## src/spq_pkg.sv

```systemverilog
package spq_pkg;

  // Default store depth
  localparam int unsigned CAPACITY_DEF = 16;

  // Fixed field widths
  localparam int unsigned KEY_W  = 32;
  localparam int unsigned STAT_W = 2;
  localparam int unsigned OCC_W  = 5;

  // Request modes
  localparam logic MODE_ENQ = 1'b0;
  localparam logic MODE_DEQ = 1'b1;

  // Result status codes
  localparam logic [STAT_W-1:0] STAT_OK    = 2'd0;
  localparam logic [STAT_W-1:0] STAT_EMPTY = 2'd1;
  localparam logic [STAT_W-1:0] STAT_FULL  = 2'd2;

  // Sequencer states
  typedef enum logic [1:0] {
    ST_IDLE,
    ST_SCAN,
    ST_PLACE,
    ST_DEQ
  } state_e;

  // Result handed from the sequencer to the output register
  typedef struct packed {
    logic              valid;
    logic [KEY_W-1:0]  key;
    logic [STAT_W-1:0] status;
    logic [OCC_W-1:0]  occ;
  } res_t;

endpackage

```

## src/spq_ram.sv

```systemverilog
module spq_ram #(
  parameter int unsigned WIDTH = 32,
  parameter int unsigned DEPTH = 16,
  localparam int unsigned AW = (DEPTH > 1) ? $clog2(DEPTH) : 1
) (
  input  logic             clk_i,
  input  logic             we_i,
  input  logic [AW-1:0]    waddr_i,
  input  logic [WIDTH-1:0] wdata_i,
  input  logic             re_i,
  input  logic [AW-1:0]    raddr_i,
  output logic [WIDTH-1:0] rdata_o
);

  logic [WIDTH-1:0] mem_q [DEPTH];
  logic [WIDTH-1:0] rdata_q;

  // Write port
  always_ff @(posedge clk_i) begin
    if (we_i) begin
      mem_q[waddr_i] <= wdata_i;
    end
  end

  // Registered read port, holds when not enabled
  always_ff @(posedge clk_i) begin
    if (re_i) begin
      rdata_q <= mem_q[raddr_i];
    end
  end

  assign rdata_o = rdata_q;

endmodule

```

## src/spq_seq.sv

```systemverilog
module spq_seq import spq_pkg::*; #(
  parameter int unsigned CAPACITY = CAPACITY_DEF,
  localparam int unsigned IW = $clog2(CAPACITY),
  localparam int unsigned CW = $clog2(CAPACITY + 1)
) (
  input  logic             clk_i,
  input  logic             rst_ni,
  input  logic             in_valid_i,
  output logic             in_stall_o,
  input  logic             mode_i,
  input  logic [KEY_W-1:0] key_i,
  input  logic             out_free_i,
  output res_t             res_o,
  output logic             ram_we_o,
  output logic [IW-1:0]    ram_waddr_o,
  output logic [KEY_W-1:0] ram_wdata_o,
  output logic             ram_re_o,
  output logic [IW-1:0]    ram_raddr_o,
  input  logic [KEY_W-1:0] ram_rdata_i
);

  localparam logic [IW-1:0] LAST_IDX = IW'(CAPACITY - 1);
  localparam logic [CW-1:0] CAP_CNT  = CW'(CAPACITY);
  localparam logic [IW:0]   CAP_SUM  = (IW+1)'(CAPACITY);

  state_e           state_q, state_d;
  logic [IW-1:0]    head_q, head_d;
  logic [CW-1:0]    cnt_q, cnt_d;
  logic [IW-1:0]    rd_q, rd_d;
  logic [CW-1:0]    rem_q, rem_d;
  logic [KEY_W-1:0] key_q, key_d;

  logic [IW:0]      tail_sum;
  logic [IW-1:0]    tail;
  logic [IW-1:0]    last;
  logic             accept;
  logic             greater;

  function automatic logic [IW-1:0] wrap_inc(input logic [IW-1:0] a);
    return (a == LAST_IDX) ? '0 : a + 1'b1;
  endfunction

  function automatic logic [IW-1:0] wrap_dec(input logic [IW-1:0] a);
    return (a == '0) ? LAST_IDX : a - 1'b1;
  endfunction

  // Physical slot after the newest key
  always_comb begin
    tail_sum = {1'b0, head_q} + (IW+1)'(cnt_q);
    if (tail_sum >= CAP_SUM) begin
      tail_sum = tail_sum - CAP_SUM;
    end
  end
  assign tail = tail_sum[IW-1:0];
  assign last = wrap_dec(tail);

  // Take a request only when idle with room in the output register
  assign accept  = (state_q == ST_IDLE) && in_valid_i && out_free_i;
  assign greater = $signed(ram_rdata_i) > $signed(key_q);

  // State and pointer registers
  always_ff @(posedge clk_i or negedge rst_ni) begin
    if (!rst_ni) begin
      state_q <= ST_IDLE;
      head_q  <= '0;
      cnt_q   <= '0;
      rd_q    <= '0;
      rem_q   <= '0;
    end else begin
      state_q <= state_d;
      head_q  <= head_d;
      cnt_q   <= cnt_d;
      rd_q    <= rd_d;
      rem_q   <= rem_d;
    end
  end

  // Key under insertion
  always_ff @(posedge clk_i) begin
    key_q <= key_d;
  end

  // Next state, memory control and result
  always_comb begin
    state_d     = state_q;
    head_d      = head_q;
    cnt_d       = cnt_q;
    rd_d        = rd_q;
    rem_d       = rem_q;
    key_d       = key_q;
    in_stall_o  = 1'b1;
    ram_we_o    = 1'b0;
    ram_waddr_o = tail;
    ram_wdata_o = key_i;
    ram_re_o    = 1'b0;
    ram_raddr_o = head_q;
    res_o       = '0;

    unique case (state_q)
      ST_IDLE: begin
        in_stall_o = !out_free_i;
        if (accept) begin
          if (mode_i == MODE_DEQ) begin
            if (cnt_q == '0) begin
              res_o.valid  = 1'b1;
              res_o.status = STAT_EMPTY;
              res_o.occ    = OCC_W'(cnt_q);
            end else begin
              // Fetch the front key
              ram_re_o    = 1'b1;
              ram_raddr_o = head_q;
              state_d     = ST_DEQ;
            end
          end else if (cnt_q == CAP_CNT) begin
            // Drop the key, store is full
            res_o.valid  = 1'b1;
            res_o.status = STAT_FULL;
            res_o.occ    = OCC_W'(cnt_q);
          end else if (cnt_q == '0) begin
            // Empty store: write directly
            ram_we_o     = 1'b1;
            ram_waddr_o  = tail;
            ram_wdata_o  = key_i;
            cnt_d        = cnt_q + 1'b1;
            res_o.valid  = 1'b1;
            res_o.status = STAT_OK;
            res_o.occ    = OCC_W'(cnt_d);
          end else begin
            // Start the backward scan at the newest key
            ram_re_o    = 1'b1;
            ram_raddr_o = last;
            rd_d        = last;
            rem_d       = cnt_q;
            key_d       = key_i;
            state_d     = ST_SCAN;
          end
        end
      end

      ST_SCAN: begin
        if (greater) begin
          // Shift the larger key one slot back
          ram_we_o    = 1'b1;
          ram_waddr_o = wrap_inc(rd_q);
          ram_wdata_o = ram_rdata_i;
          if (rem_q == CW'(1)) begin
            state_d = ST_PLACE;
          end else begin
            ram_re_o    = 1'b1;
            ram_raddr_o = wrap_dec(rd_q);
            rd_d        = wrap_dec(rd_q);
            rem_d       = rem_q - 1'b1;
          end
        end else if (out_free_i) begin
          // Insert behind the first key not greater than it
          ram_we_o     = 1'b1;
          ram_waddr_o  = wrap_inc(rd_q);
          ram_wdata_o  = key_q;
          cnt_d        = cnt_q + 1'b1;
          res_o.valid  = 1'b1;
          res_o.status = STAT_OK;
          res_o.occ    = OCC_W'(cnt_d);
          state_d      = ST_IDLE;
        end
      end

      ST_PLACE: begin
        if (out_free_i) begin
          // Key becomes the new front
          ram_we_o     = 1'b1;
          ram_waddr_o  = rd_q;
          ram_wdata_o  = key_q;
          cnt_d        = cnt_q + 1'b1;
          res_o.valid  = 1'b1;
          res_o.status = STAT_OK;
          res_o.occ    = OCC_W'(cnt_d);
          state_d      = ST_IDLE;
        end
      end

      ST_DEQ: begin
        if (out_free_i) begin
          // Retire the front key
          head_d       = wrap_inc(head_q);
          cnt_d        = cnt_q - 1'b1;
          res_o.valid  = 1'b1;
          res_o.key    = ram_rdata_i;
          res_o.status = STAT_OK;
          res_o.occ    = OCC_W'(cnt_d);
          state_d      = ST_IDLE;
        end
      end

      default: begin
        state_d = ST_IDLE;
      end
    endcase
  end

  // Results only leave when the output register can take them
  a_res_free: assert property (@(posedge clk_i) disable iff (!rst_ni)
    res_o.valid |-> out_free_i)
    else $error("result issued while output register blocked");

  // Count never exceeds the store depth
  a_cnt_bound: assert property (@(posedge clk_i) disable iff (!rst_ni)
    cnt_q <= CAP_CNT)
    else $error("key count above capacity");

  // A full drop only happens with a full store
  a_full_drop: assert property (@(posedge clk_i) disable iff (!rst_ni)
    (res_o.valid && res_o.status == STAT_FULL) |-> cnt_q == CAP_CNT)
    else $error("full status with room left");

  // Scan always has an entry left to compare
  a_scan_rem: assert property (@(posedge clk_i) disable iff (!rst_ni)
    state_q == ST_SCAN |-> (rem_q != '0 && rem_q <= cnt_q))
    else $error("scan outside stored keys");

  // Dequeue completion lowers the count by one
  a_deq_cnt: assert property (@(posedge clk_i) disable iff (!rst_ni)
    (state_q == ST_DEQ && out_free_i) |=> cnt_q == $past(cnt_q) - 1'b1)
    else $error("dequeue count update wrong");

endmodule

```

## src/sorted_priority_queue.sv

```systemverilog
// Channel  Direction  Handshake                  Payload
// in       input      in_valid_i / in_stall_o    mode_i, key_in_i
// out      output     out_valid_o / out_stall_i  key_out_o, status_o, occupancy_o
//
// Enqueue into an empty store, any drop and any empty dequeue finish in the
// accepting cycle. Dequeue: ST_IDLE, ST_DEQ (one registered front-slot read).
// Other enqueues: ST_IDLE, ST_SCAN while held keys exceed the new one, and
// the write in ST_SCAN or ST_PLACE; the store RAM moves one key per cycle
// through its single read port. Reset empties the queue at once; the store
// contents need no clearing. The input stalls while an item is in progress,
// and also while a stalled result holds the output register, until taken.
module sorted_priority_queue import spq_pkg::*; #(
  parameter int unsigned CAPACITY = CAPACITY_DEF
) (
  input  logic                     clk_i,
  input  logic                     rst_ni,
  input  logic                     in_valid_i,
  output logic                     in_stall_o,
  input  logic                     mode_i,
  input  logic signed [KEY_W-1:0]  key_in_i,
  output logic                     out_valid_o,
  input  logic                     out_stall_i,
  output logic signed [KEY_W-1:0]  key_out_o,
  output logic        [STAT_W-1:0] status_o,
  output logic        [OCC_W-1:0]  occupancy_o
);

  localparam int unsigned IW = $clog2(CAPACITY);

  res_t             res;
  res_t             out_q;
  logic             out_valid_q;
  logic             out_free;
  logic             ram_we;
  logic [IW-1:0]    ram_waddr;
  logic [KEY_W-1:0] ram_wdata;
  logic             ram_re;
  logic [IW-1:0]    ram_raddr;
  logic [KEY_W-1:0] ram_rdata;

  spq_seq #(
    .CAPACITY(CAPACITY)
  ) u_seq (
    .clk_i       (clk_i),
    .rst_ni      (rst_ni),
    .in_valid_i  (in_valid_i),
    .in_stall_o  (in_stall_o),
    .mode_i      (mode_i),
    .key_i       (key_in_i),
    .out_free_i  (out_free),
    .res_o       (res),
    .ram_we_o    (ram_we),
    .ram_waddr_o (ram_waddr),
    .ram_wdata_o (ram_wdata),
    .ram_re_o    (ram_re),
    .ram_raddr_o (ram_raddr),
    .ram_rdata_i (ram_rdata)
  );

  spq_ram #(
    .WIDTH(KEY_W),
    .DEPTH(CAPACITY)
  ) u_ram (
    .clk_i   (clk_i),
    .we_i    (ram_we),
    .waddr_i (ram_waddr),
    .wdata_i (ram_wdata),
    .re_i    (ram_re),
    .raddr_i (ram_raddr),
    .rdata_o (ram_rdata)
  );

  assign out_free = !out_valid_q || !out_stall_i;

  // Output valid: load on a new result, drop once taken
  always_ff @(posedge clk_i or negedge rst_ni) begin
    if (!rst_ni) begin
      out_valid_q <= 1'b0;
    end else if (res.valid) begin
      out_valid_q <= 1'b1;
    end else if (!out_stall_i) begin
      out_valid_q <= 1'b0;
    end
  end

  // Output payload: hold while stalled
  always_ff @(posedge clk_i) begin
    if (res.valid) begin
      out_q <= res;
    end
  end

  assign out_valid_o = out_valid_q;
  assign key_out_o   = $signed(out_q.key);
  assign status_o    = out_q.status;
  assign occupancy_o = out_q.occ;

endmodule
```

## config.mk

```make
export PLATFORM = sky130hd
export DESIGN_NAME = sorted_priority_queue
export DESIGN_NICKNAME = d
export VERILOG_FILES = /design/src/spq_pkg.sv /design/src/spq_ram.sv /design/src/spq_seq.sv /design/src/sorted_priority_queue.sv
export SDC_FILE = /design/constraint.sdc
export NUM_CORES = 1
export LEC_CHECK = 0
export ABC_AREA = 1
export BUFFER_PORTS_ARGS = -buffer_cell sky130_fd_sc_hd__buf_2
export CAP_MARGIN = 20
export CELL_PAD_IN_SITES_DETAIL_PLACEMENT = 1
export CELL_PAD_IN_SITES_GLOBAL_PLACEMENT = 2
export CORE_ASPECT_RATIO = 0.5
export CORE_UTILIZATION = 41
export DETAILED_ROUTE_END_ITERATION = 12
export HOLD_SLACK_MARGIN = 0.06
export PLACE_DENSITY_LB_ADDON = 0.1
export REMOVE_ABC_BUFFERS = 1
export SLEW_MARGIN = 10
export SYNTH_ARGS = -nofsm -noshare
export SYNTH_HDL_FRONTEND = slang
export SYNTH_SLANG_ARGS = --single-unit
```

## constraint.sdc

```tcl
create_clock -name clk_i -period 7.4 [get_ports clk_i]
set_clock_uncertainty 0.1 [all_clocks]
set_input_delay 1.11 -clock clk_i [delete_from_list [all_inputs] [get_ports clk_i]]
set_output_delay 1.11 -clock clk_i [all_outputs]
set_load 0.05 [all_outputs]
```

# [Word-level counts from Yosys, hierarchy flattened]
# Memories as Yosys holds them, arrays and structs flattened. A register that Yosys moved wholly into a read port is not among the register bits.
# Cells that the tools add are included.
[word_totals] regBits=92 mem_bits_rw=512 input_bits=37 output_inout_bits=41 wordCells=144 n_memories=1
[memory_table] name="u_ram.mem_q" depth=16 word_bits=32 rd=1 rd_clocked_by_memory_dff=1 wr=1 line_no="spq_ram.sv:15" source="logic [WIDTH-1:0] mem_q [DEPTH];"
[op_classes] addsub=9 magnitude_cmp=2 eq_ne=19 mux=83 bitwise=3 n_reduce_logical=17
[op_table] op="$mux 4" count=20
[op_table] op="$mux 5" count=15
[op_table] op="$mux 32" count=2
[op_table] op="$pmux 32 s2" count=1
[op_table] op="$mux 40" count=1
[op_table] op="$gt 32x32->1" count=1
[op_table] op="$mux 7" count=4
[op_table] op="$pmux 7 s4" count=1
[op_table] op="$pmux 4 s2" count=3
[op_table] op="$mux 1" count=21
[op_table] op="$pmux 5 s4" count=1
[op_table] op="$mux 2" count=8
[op_table] op="$ne 2x2->1 const B" count=6
[op_table] op="$sub 4x1->4 const B" count=3
[op_table] op="$pmux 5 s2" count=1
[op_table] op="$sub 5x1->5 const B" count=2
[op_table] op="$add 4x1->4 const B" count=2
[op_table] op="$eq 4x4->1 const B" count=2
[op_table] op="$logic_not 4->1" count=2
[op_table] op="$ne 2x1->1 const B" count=4
[op_table] op="$reduce_and 7->1" count=1
[op_table] op="$mux 6" count=1
[op_table] op="$ne 3x3->1 const B" count=2
[op_table] op="$pmux 2 s3" count=1
[op_table] op="22 further kinds" count=28

# [Depth between registers and ports, before layout]
# Gate-level depths: netlist of the first run.
[depth] ltp_word=10 mapped_depth=27 depth_no_buf=25

# [Cells and area by module]
# Synthesis of the first run repeated with hierarchy kept, for this count alone.
[hier_totals] cells_unflattened=3053 hier_area_um2=30108.9
[by_module_without_submodules] module="spq_ram" n_inst=1 cells_each=2121 area_per_inst_um2=23058.4 seq_area_each_um2=16335.7
[by_module_without_submodules] module="spq_seq" n_inst=1 cells_each=889 area_per_inst_um2=5838.1 seq_area_each_um2=1461.4
[by_module_without_submodules] module="sorted_priority_queue" n_inst=1 cells_each=43 area_per_inst_um2=1212.4 seq_area_each_um2=1196.1

# [Worst setup path after synthesis of the first run]
# Ideal clock, no wire load.
[synth_timing] path_kind="input-to-reg" from="in out_stall_i" to="reg u_ram.rdata_q[0], in the netlist u_ram.rdata_o[0], read port of u_ram.mem_q, enable pin" setup_ns=0.466 t_arrival_ns=3.721 required_ns=6.834 path_slack_ns=3.113 cell_stages=3 n_path_buf=0 cell_sequence="nand2_1 -> nand3_1 -> o21ai_0"
[synth_via] elab_chain_len=5 word_cells_on_any_way=7 classes_between="mux: 4; reduce/logical: 3"
[synth_lines] element="start: declaration" line_no="sorted_priority_queue.sv:22" source="input logic out_stall_i,"
[synth_lines] element="$logic_not 1->1"
[synth_lines] element="$logic_or 1x1->1" line_no="sorted_priority_queue.sv:73" source="assign out_free = !out_valid_q || !out_stall_i;"
[synth_lines] element="$logic_and 1x1->1" line_no="spq_seq.sv:58" source="assign accept = (state_q == ST_IDLE) && in_valid_i && out_free_i;"
[synth_lines] element="$mux 1" line_no="spq_seq.sv:102" source="if (accept) begin"
[synth_lines] element="$pmux 1 s2" line_no="spq_seq.sv:99" source="unique case (state_q)"
[synth_lines] element="via ram_re" line_no="sorted_priority_queue.sv:37" source="logic ram_re;"
[synth_lines] element="end: declaration" line_no="spq_ram.sv:16" source="logic [WIDTH-1:0] rdata_q;"
# The timed path passes the listed nets, and every way through them passes these cells.
# A chain may end at the register's enable or synchronous reset.

# [Worst setup path after layout of the first run]
[layout_timing] from="reg u_seq.state_q[0]" to="reg u_ram.rdata_q[16], in the netlist u_ram.rdata_o[16], read port of u_ram.mem_q, data pin"
[layout_via] elab_chain_len=5 word_cells_on_any_way=8 classes_between="eq/ne: 1; mux: 4; reduce/logical: 3"
[layout_lines] element="start: declaration" line_no="spq_seq.sv:26" source="state_e state_q, state_d;"
[layout_lines] element="start signal: assignment" line_no="spq_seq.sv:70" source="state_q <= state_d;"
[layout_lines] element="$logic_not 2->1" line_no="spq_seq.sv:58, spq_seq.sv:99"
[layout_lines] element="$logic_and 1x1->1 (2 in series)" line_no="spq_seq.sv:58"
[layout_lines] element="$mux 4 or $mux 1 (tied branches)" line_no="spq_seq.sv:102"
[layout_lines] element="$pmux 4 s2 or $pmux 1 s2 (tied branches)" line_no="spq_seq.sv:99"
# Several ways; a longest one is shown, not always the timed one.

==> results of run 1 <==
-- cell type report --
type	count	area, um^2
fill	7899	38010
sequential	636	18990
multi-input combinational	1576	8213
inverter	533	2001
clock buffer	74	1533
tap	958	1199
timing repair buffer	143	970.9
clock inverter	36	478.0
antenna	2	5.005
-- through the flow --
step                TNS (ns)  cells  hold slack, ns  cell area [um^2]  utilization [%]
floorplan             -82.08   2745          0.4333             28950                -
global placement           0   3834          0.4691             31240            43.75
detailed placement         0   3841          0.4874             31320            43.86
CTS                        0   3951          0.3395             33330            46.68
global route               0   3956          0.3764             33390            46.76
finish                     0   3958          0.3528             33390            46.77
-- cell families (layout without fill, tap and decap cells) --
| logic type | Yosys count | after routing | share of synthesized area [%] |
|---|---|---|---|
| fa+ha+maj | 50 | 50 | 2.128 |
| simple gates | 1299 | 1299 | 19.94 |
| buf+inv | 696 | 786 | 9.413 |
| flops | 636 | 636 | 63.85 |
| compound gates | 213 | 213 | 4.261 |
| xor+xnor | 14 | 14 | 0.4122 |
| other cells | 0 | 2 | 0 |
-- synthesized netlist by cell type (all sizes together) (2+ instances only) --
cell and n:
a21oi 67, clkbuf 68, o22ai 3, o21ai 86, nor3 2, a31oi 3
nand2 502, nor2 97, edfxtp 615, buf 95, a221oi 33, dfrtp 21
nand4 5, xor2 11, xnor2 3, nand3b 55, ha 49, a211oi 3
nand3 635, o211ai 9, inv 532
-- registers in the layout (all words and copies together), names as in the netlist, 4 cells and up --
name           cells
u_seq.rd_q         4
u_ram.mem_q      512
u_seq.cnt_q        5
occupancy_o        5
u_ram.rdata_o     32
u_seq.rem_q        5
u_seq.head_q       4
key_out_o         32
u_seq.key_q       32
-- how the worst min path moves through the flow --
stage / startpoint / to / slack [ns] / depth (start not counted)
detailed placement: u_seq.rem_q[1] / u_seq.rem_q[1] / 0.49 / 2
finish: rst_ni / u_seq.rem_q[4] / 0.35 / 1
global route: rst_ni / u_seq.rem_q[4] / 0.38 / 1
CTS: rst_ni / u_seq.rem_q[4] / 0.34 / 1
floorplan: u_seq.rem_q[1] / u_seq.rem_q[1] / 0.43 / 2
global placement: u_seq.rem_q[3] / u_seq.rem_q[3] / 0.47 / 2
-- worst max-delay path, delay by kind of cell, from the launching register on --
| family | cells | cell delay (ns) |
|---|---|---|
| AO/OA/AOI/OAI | 2 | 0.42 |
| AND/OR/NAND/NOR | 10 | 1.83 |
| adder cells (fa/ha/maj) | 1 | 0.54 |
| flip-flops | 1 | 0.41 |
| buffers and inverters | 5 | 1.70 |
-- layer usage --
| metal | up-vias | share of wire (%) | global-route usage (%) |
|---|---|---|---|
| li1 | 9887 | - | - |
| met1 | 10890 | 47 | 37.17 |
| met2 | 542 | 46 | 41.70 |
| met3 | 131 | 5.7 | 4.080 |
| met4 | 0 | 2.1 | 6.062 |
| met5 | - | 0 | 0 |
==> results.md, run 1 <==
* Crit path to: u_ram.rdata_o[16]
* Largest stage delay on the critical path at 0.79 ns
* Final wirelength at 95.12 mm
* Worst min path class: primary input to asynchronous set/reset pin
* Slew headroom at 22.79%
* Worst slew pin tran at 1.158 ns
* Tmin final at between 5 and 6 ns
* FF-to-FF Start: u_seq.state_q[0]
* P&R area growth vs syn at 12.25%
* First-pass GRT wire length at ~140 mm
* Endpoints failing setup at 0
* Starting density of the core at a little over two fifths
* Clk root buf: clkbuf_16
* Largest net degree at the start of global routing at 200
* Core Area at roughly 0.071 mm^2
* Crit-path most repeated cell: nand2_1
* Residual DRC at 8
* Yosys reg bits at about 640
* Die width at approximately 380 um
* Final antenna-violating net count at 0
* Crit path kind: flip-flop to flip-flop
* Worst-path cell chain: inv_1, ha_1, nand3_1, nor2_1, nand2_1, inv_2, buf_4, nand2_1, o211ai_1, nand2_1, inv_1, nand2_1, o21ai_4, buf_4, nand3_1, nand3_1, nand3_1, nand2_1
* DPL Wire Length at ~53 mm
* Unrepaired setup endpoints after global routing: no
* Die Area at between 0.07 and 0.08 mm^2
* Clk Latency, worst-skew pair at approximately 0.65 ns
* Max Clk Rate at about 190 MHz
* Unique masters post-synth at 48
* Fin. Hold Viols at 0
* Max Cap Violations at 0
* Ys async rst share at roughly 3.3%
* Area contributors post-synth: edfxtp_1 62%, nand3_1 11%, inv_1 6.6%
* Clock-pin transition on the worst setup and hold timing paths at approximately 0.070 ns
* Clock sink count at 636
* Most common cell after layout, fill and taps aside: nand3_1
* Worst endpoint data arrival time at approximately 5.6 ns
* Critical Path Start Type: flip-flop
* Via density at roughly 5.4
* Gr usage total at between 20% and 30%
* Syn_area_per_cell at 10.23 um^2
* Slew Limit Fails at 0
* Failing checks: DRC
* Slowest cell on crit path: buf_4
* Mapped Cells at between 2000 and 3000
* Dpl ws at 2.107 ns
* Ys Warns at 0
* Share of the synthesized area in the top cell type at slightly above 60%
* Worst setup startpoint: u_seq.state_q[0]
* Required time worst endpoint at slightly below 8 ns
* CP endpoint kind: flip-flop
* Vias in the first global route at about 22000
* Fin nets at roughly 3000
* Avg WL per Cell at about 24 um
* Port Buffers at 77
* Total CTS buffers at 59
* Synth area leader: edfxtp_1
* Post-cts hold buffer count at 0
* IO Count at 78
* Core Rows at 69
* Post-synthesis sequential area ratio at 63.85%
* Post_cts resized at 0
* Clock tree buffer depth at 3
* R2R depth at 18
* PnR worst setup slack at about 2.2 ns
* Post-CTS setup buffers at 0
* Most frequent cells in the layout: 633 x nand3_1, 615 x edfxtp_1, 525 x inv_1
* Initial drt markers at 1548
* CTS tree: done
* Die Ht at 192.5 um
* 1st-pass router iterations at 9
* H-Tree Depth at 2
* Vias at between 20000 and 25000
* Dominant synthesized flop cell: edfxtp_1
* Layout cells sized above 1 at around 9%
* GR Overflow Total at 0
* GP Congestion at slightly above 0.8
* EDFF count, synth at 615
* Final Cycle Share at a little over two thirds
* Largest fanout on the critical path at 55
* Initial antenna violation count at 3
* Synth Cell Area at roughly 0.030 mm^2
* R2R Setup Slk at roughly 2.2 ns
* Status: finished, violations left
* Worst flop-to-flop path endpoint: u_ram.rdata_o[16]
Power of run 1 is left out: the tool's default activity adds up to more than one toggle a clock period on the data nets, which glitch-free logic cannot reach.
==> run 2, diff against run 1 <==
Settings changed: ABC_AREA 1 to 0.
Clock period 7.4 ns to 5.1 ns, I/O delays scaled along.
==> results.md, run 2 <==
* Clock-pin transition on the worst setup and hold timing paths at about 0.070 ns
* Via density at 5.858
* Syn_area_per_cell at about 18 um^2
* Clock sink count at 636
* GP Congestion at between 0.7 and 0.8
* Die width at roughly 360 um
* Slew Limit Fails at 0
* Gr usage total at 23.54%
* First-pass GRT wire length at around 110 mm
* Initial antenna violation count at 1
* GR Overflow Total at 0
* Largest fanout on the critical path at 20
* Dominant synthesized flop cell: edfxtp_1
* Largest stage delay on the critical path at between 0.5 and 0.6 ns
* Status: completed
* Endpoints failing setup at 0
* DPL Wire Length at between 40 and 50 mm
* Core Area at between 0.06 and 0.07 mm^2
* Clk root buf: clkbuf_16
* Avg WL per Cell at between 30 and 40 um
* Worst endpoint data arrival time at roughly 5 ns
* Final Cycle Share at between 90% and 100%
* Die Area at 0.06497 mm^2
* Total CTS buffers at 56
* Residual DRC at 0
* Port Buffers at a little under 80
* 1st-pass router iterations at 7
* IO Count at slightly below 80
* Share of the synthesized area in the top cell type at between 70% and 80%
* CTS tree: done
* Mapped Cells at about 1400
* Fin. Hold Viols at 0
* Placed insts at roughly 2400
* Initial drt markers at approximately 1500
* Area contributors post-synth: edfxtp_1 71%, mux4_2 11%, ha_1 2.3%
* Required time worst endpoint at around 5.3 ns
* Ys async rst share at between 3 and 4%
* Unrepaired setup endpoints after global routing: no
* Crit-path most repeated cell: buf_12
* Max FFs per register at approximately 500
* Antenna Cells at 0
* Layout cells sized above 1 at roughly 28%
* Tmin final at about 4.8 ns
* Clock tree buffer depth at 3
* Vias in the first global route at roughly 15000
* Critical Path Start Type: flip-flop
* Top-count cell post-synth: edfxtp_1
* Final wirelength at approximately 76 mm
* Setup TNS at 0 ns
* Ys Warns at 0
* H-Tree Depth at 2
* Top reg by flops: u_ram.mem_q
* Die Ht at roughly 180 um
* Core Rows at 65
* Vias at about 15000
* Most frequent cells after synthesis: 615 x edfxtp_1, 128 x mux4_2, 72 x nand2_1
* Slowest cell on crit path: or4b_1
* R2R Setup Slk at about 0.32 ns
* Worst slew pin tran at slightly below 0.8 ns
* CP endpoint kind: flip-flop
* Worst min path class: primary input to flip-flop
* Dpl ws at -0.5793 ns
* Synth area leader: edfxtp_1
* Worst-path cell chain: ha_1, and4_1, or4b_1, a21o_1, a21oi_1, nor3_2, mux2i_4, buf_4, a211oi_4, buf_12, buf_12, mux4_2, a22oi_1, nand2_1
* Finished Layout Cells at about 2500
* Post-synthesis sequential area ratio at approximately 73%
* Max Clk Rate at between 200 and 250 MHz
* Slew headroom at between 40% and 50%
* Starting density of the core at 41.51%
* Most common cell after layout, fill and taps aside: edfxtp_1
* Max Cap Violations at 0
* Largest net degree at the start of global routing at 45
* Yosys reg bits at roughly 640
* P&R area growth vs syn at 18.37%
* Synth Cell Area at approximately 0.026 mm^2
* Final antenna-violating net count at 0
* Fin nets at around 1700
* Unique masters post-synth at about 60
* Clk Latency, worst-skew pair at ~0.63 ns
* Most frequent cells in the layout: 615 x edfxtp_1, 128 x mux4_2, 77 x buf_2
* PnR worst setup slack at about 0.32 ns
* Crit path kind: flip-flop to flip-flop
* EDFF count, synth at between 600 and 700
## run 2: cell types whose count changed after synthesis, moves of 22 or more
cell	before	now
mux4_2	0	128
nor2_1	96	31
a21oi_1	66	24
a22oi_1	1	70
a22o_1	0	65
and3_1	1	32
a221oi_1	33	2
nand3b_1	55	0
inv_1	527	53
buf_4	27	5
nand2_1	500	72
nand3_1	633	14
o21ai_0	75	34
buf_2	66	2
## run 2: path summary, 6_finish.rpt
check,start,end,cells past startpoint
max,u_ram.rdata_o[9],u_ram.rdata_o[17],14
min,key_in_i[20],u_seq.key_q[20],1
max reg2reg,u_ram.rdata_o[9],u_ram.rdata_o[17],14
min reg2reg,u_seq.state_q[0],u_seq.state_q[0],1
max in group asynchronous,rst_ni,u_seq.cnt_q[4],2
min in group asynchronous,rst_ni,u_seq.rem_q[1],2
## run 2: per-stage QoR
stage	hold WS (ns)	area, um^2	utilization [%]
3_5_place_dp	0.4801	29110	46.13
6_report	0.2209	31010	49.13
3_3_place_gp	0.4666	29110	46.13
2_1_floorplan	0.3694	25810	-
4_1_cts	0.1910	30980	49.10
5_1_grt	0.1977	31010	49.13
## run 2: what timing repair did
action | 4_1_cts | 5_1_grt
setup buffers | 3 | 1
endpoints found under the setup margin | 1060 | 259
hold buffers | 1 | 0
hold endpoints to repair | 21 | 0
pin swaps | 2 | 1
resized for setup | 5 | 3
## run 2: layout make-up
cell class	count	area [um^2]
Clock inverter	42	390.4
Sequential cell	636	18990
Tap cell	837	1047
Timing Repair Buffer	198	2126
Multi-Input combinational cell	658	6827
Inverter	53	198.9
Fill cell	5846	32100
Clock buffer	62	1424
## run 2: metal layers
layer	track usage, %	routed length [um]
met1	35.05	34490
met2	36.36	34900
met3	4.442	5013
met4	4.581	1338
met5	0	0
## run 2: cell families after synthesis
group                    synth area share, %
XOR/XNOR                              0.4681
adder cells (fa/ha/maj)                2.417
multiplexers                           11.53
flip-flops                             72.51
buffers and inverters                  2.231
AO/OA/AOI/OAI                          6.873
AND/OR/NAND/NOR                        3.974
## run 2: critical path, delay by kind of cell (launching register included)
kind | cells | cell delay [ns]
AND/OR/NAND/NOR | 4 | 1.15
AO/OA/AOI/OAI | 4 | 1.07
multiplexers | 2 | 0.73
buffers and inverters | 3 | 0.65
flip-flops | 1 | 0.45
adder cells (fa/ha/maj) | 1 | 0.33
Power of run 2 is left out for the same reason.
